`src/rtl/tsq_ram.sv`:
```
module tsq_ram #(
    parameter int DEPTH = 128,
    parameter int WIDTH = 32,
    parameter int AW    = (DEPTH > 1) ? $clog2(DEPTH) : 1
) (
    input  logic             i_clk,
    input  logic             i_wr_en,
    input  logic [AW-1:0]    i_wr_addr,
    input  logic [WIDTH-1:0] i_wr_data,
    input  logic             i_rd_en,
    input  logic [AW-1:0]    i_rd_addr,
    output logic [WIDTH-1:0] o_rd_data
);

    logic [WIDTH-1:0] r_mem [DEPTH];
    logic [WIDTH-1:0] r_rd_data;

    // Write one word
    always_ff @(posedge i_clk) begin
        if (i_wr_en) begin
            r_mem[i_wr_addr] <= i_wr_data;
        end
    end

    // Read one word, registered
    always_ff @(posedge i_clk) begin
        if (i_rd_en) begin
            r_rd_data <= r_mem[i_rd_addr];
        end
    end

    assign o_rd_data = r_rd_data;

endmodule

```
`config.mk`:
```
export PLATFORM = sky130hd
export DESIGN_NAME = tsq_ram
export DESIGN_NICKNAME = d
export VERILOG_FILES = /design/src/rtl/tsq_ram.sv
export SDC_FILE = /design/constraint.sdc
export NUM_CORES = 2
export LEC_CHECK = 0
export BUFFER_PORTS_ARGS = -buffer_cell sky130_fd_sc_hd__buf_2
export CAP_MARGIN = 20
export CORE_ASPECT_RATIO = 0.8
export CORE_MARGIN = 2
export CORE_UTILIZATION = 30
export CTS_CLUSTER_DIAMETER = 100
export CTS_CLUSTER_SIZE = 20
export DETAILED_ROUTE_END_ITERATION = 8
export GPL_TIMING_DRIVEN = 0
export SYNTH_ARGS = -nofsm -noshare
export SYNTH_HDL_FRONTEND = slang
export SYNTH_SLANG_ARGS = --single-unit
```
`constraint.sdc`:
```
create_clock -name i_clk -period 6.5 [get_ports i_clk]
set_clock_uncertainty 0.2 [all_clocks]
set_input_delay 1.3 -clock i_clk [delete_from_list [all_inputs] [get_ports i_clk]]
set_output_delay 1.3 -clock i_clk [all_outputs]
set_load 0.05 [all_outputs]
```
Yosys cells after proc, flatten, opt, wreduce, memory -nomap -nowiden
Memory sizes are Yosys's and may differ from the RTL's. A register that Yosys moved wholly into a read port is not among the register bits.
Cells that the tools add are included.

word-level totals
  register bits = 0
  memory bits (writable) = 4096
  output and inout bits = 32
  logic and storage cells = 3
  memories = 1

memory list
  memory  depth  bits a word  rd ports  clocked after memory_dff  write ports  line  source
  r_mem   128    32           1         1                         1            15    logic [WIDTH-1:0] r_mem [DEPTH];

operators by class
  muxes and demuxes = 2

operators by type and width
  kind               count
  1-bit two-way mux  2

Logic depth before layout (Yosys ltp)
  word-level depth = 2
  mapped depth = 8
  depth with buffers taken out = 4

Least setup slack after synthesis
Ideal clock, no wire load.

  kind = input port to flip-flop
  start = input port i_wr_en
  end = memory r_mem[98][0], enable pin
  library setup time = 0.461 ns
  data arrival time = 4.078 ns
  data required time = 5.839 ns
  setup slack = 1.761 ns
  stages = 3
  path buffers = 1
  cell sequence = clkbuf_1 -> nand4_1 -> nor3_1

on the way
  word-level cells in the longest chain between the ends = 2

ends and longest elaborated chain
  element                                  line  source
  start, declared                          7     input logic i_wr_en,
  1-bit two-way mux                        20    if (i_wr_en) begin
  1-bit two-way mux (not written as such)  21    r_mem[i_wr_addr] <= i_wr_data;
  end, declared                            15

No other way between the ends.

==> metrics.cfg <==
[outcome]
status = completed

[routing]
drt_wl_total_um = 416000
avgRoutedWirePerCell_um = 30.8
route.vias.total = 70183
vias_per_cell = 5.20
dr.pass1.iters = 8
ant_nets = 0
drc = 0
drt_iter0_drc = 11381

[cts]
postCtsHoldBufs = 0
h-tree-depth = 4
clk_pin_slew_ns = 0.08
cts_sinks = 4128
worstSkewPairLatency_ns = 0.96
root_buffer = clkbuf_16
cts_setup_buffers = 0
clockBufferDepth = 4
cts_tree = yes
cts_resized = 0
cts_buffers = 230

[sta]
hold_viol = 0
period_share = 0.804
max_freq_ghz = 0.191
grt_setup_unrepaired = false
max-slew-margin-rel = 0.164
worst_slew_pin_slew_ns = 1.25
finalSetupTns_ns = 0
setup_viol = 0
hold_ws_ns = 0.576
period_minus_slack_ns = 5.22
timing.final.max_slew_violations = 0
finalWorstSetupSlack_ns = 1.28

[setup_path]
worstPathRequired_ns = 6.97
cp_data_arrival_time_ns = 5.69
critPathMaxFanout = 10
critPathCaptureType = flip-flop
startpoint_type = input port
crit_type = in2reg

[die]
boundaryPins = 81
rows = 237
die_area_um2 = 528000
initial_utilization = 0.301
die_w_um = 812
dieHeight_um = 650
fp.coreArea_um2 = 520000

[grt]
grt.total_usage = 0.153
antenna_found_initial = 86
grt_pass1_vias = 68719
grt_pass1_wl_um = 568000
overflow = 0
grt_max_degree = 101

[logic_synthesis]
synth-xor-area-share = 0
synth_area_leaders = edfxtp_1 (79%), mux4_2 (19%), clkbuf_1 (0.44%), nor2_1 (0.29%), buf_2 (0.25%)
ys_warn_count = 0
syn-cell-area_um2 = 157000
synthSimpleGateAreaFrac = 0.00445
synth_seq_cells = 4128
synthMuxAreaShare = 0.196
postSynthNetCount = 6039
synthDistinctLibCells = 16
synth_top_area_frac = 0.792
postSynthAreaPerCell_um2 = 26.1
yosysTopAreaCell = edfxtp_1
ys_seq_area_frac = 0.792
netlist_instances = 5990
synth_top_family_by_area = multiplexers
synthAdderAreaFrac = 0
synth-compound-area-share = 0

[power_and_ir_drop]
leakage_nw = 51.9
power_density_nw_per_um2 = 266
ir_worst_vdd_mv = 0.244

[worst_hold_path]
min_path_type = in2reg

[place]
dp_hpwl_um = 295000
numPortBuffers = 69
place_congestion = 0.980
dp_slack_ns = 0.361

[layout]
fillers = 47140
drive_above_1_share = 0.329
seqCellArea_um2 = 124000
area_delta_synth_final_pct = 13.3
nets = 6555
multi_input_area_um2 = 32300

[flow_run]
cap_viol_max_count = 0

## kinds of logic after synthesis
kind of cell,Yosys count
flip-flops,4128
multiplexers,1376
buffers and inverters,316
AND/OR/NAND/NOR,170
## cell usage after synthesis
| library cell | number |
|---|---|
| nand3_1 | 12 |
| mux4_2 | 1344 |
| or3_1 | 1 |
| edfxtp_1 | 4128 |
| nand2_1 | 14 |
| buf_6 | 2 |
| nor2b_1 | 7 |
| buf_1 | 50 |
| nor3_1 | 9 |
| nand4_1 | 3 |
| nor2_1 | 122 |
| buf_4 | 3 |
| mux2_2 | 32 |
| nand2b_1 | 2 |
| buf_2 | 79 |
| clkbuf_1 | 182 |
## per-layer routing
metal | wire (µm) | share of wire | global-route usage | vias to the layer above
met3 | 53000 | 0.13 | 0.0467 | 445
met1 | 168000 | 0.40 | 0.222 | 38582
met4 | 11000 | 0.026 | 0.0395 | 22
met2 | 184000 | 0.44 | 0.226 | 3923
met5 | 125 | 0.00030 | 0 | -
li1 | - | - | - | 27211
## cell type report
type,instances,share of cell area
Buffer,316,0.00760
Antenna cell,45,0.000635
Timing Repair Buffer,284,0.0285
Clock inverter,13,0.000832
Tap cell,6931,0.0489
Clock buffer,234,0.0330
Sequential cell,4128,0.699
Multi-Input combinational cell,1546,0.182
## worst max-delay path, stage by stage
cell and delay (ns):
clkbuf_1 0.27, buf_2 0.49, clkbuf_2 0.80, clkbuf_1 0.65, mux4_2 0.45, mux4_2 0.57
mux4_2 0.69, mux2_2 0.40
## cell usage in the layout, fill, tap and decap left out, types with 9 or more instances in the layout
| master | n |
|---|---|
| edfxtp_1 | 4128 |
| mux4_2 | 1344 |
| clkbuf_16 | 234 |
| clkbuf_1 | 156 |
| buf_2 | 119 |
| nor2_4 | 119 |
| buf_16 | 90 |
| buf_12 | 77 |
| buf_1 | 47 |
| diode_2 | 45 |
| buf_4 | 35 |
| mux2_2 | 32 |
| buf_6 | 31 |
| clkbuf_2 | 26 |
| buf_8 | 19 |
| nand2_1 | 14 |
| nand3_1 | 12 |
| nor3_2 | 9 |
## stage by stage
| step | cells | utilization | total power, mW | cell area (µm²) |
|---|---|---|---|---|
| after CTS | 13440 | 0.340 | 47.5 | 177000 |
| after detailed placement | 13193 | 0.329 | 33.3 | 171000 |
| after global placement | 12990 | 0.318 | 33.1 | 166000 |
| final | 13497 | 0.341 | 47.2 | 177000 |
| after floorplan | 5990 | - | 31.5 | 157000 |
| after global routing | 13477 | 0.341 | 48.5 | 177000 |
## report_power, final
group / internal (mW) / leakage (nW) / switching, mW / total, mW
Clock: 6.40 / 2.95 / 8.14 / 14.5
Combinational: 1.15 / 11.9 / 2.12 / 3.26
Sequential: 29.4 / 37.1 / 0.0328 / 29.4
## state kept, by name (all words and copies together), names as in the netlist
name,flops
r_mem,4096
o_rd_data,32
## path summary, 6_finish.rpt
kind / from / to / slack [ns] / cells past startpoint
max reg2reg: r_mem[63][10]$_DFFE_PP_ / o_rd_data[10]$_DFFE_PP_ / 3.38 / 4
max: i_rd_addr[2] / o_rd_data[11]$_DFFE_PP_ / 1.28 / 8
min reg2reg: r_mem[127][9]$_DFFE_PP_ / o_rd_data[9]$_DFFE_PP_ / 1.09 / 4
min: i_wr_data[31] / r_mem[41][31]$_DFFE_PP_ / 0.58 / 1
Power figures use the tool's default switching activity.
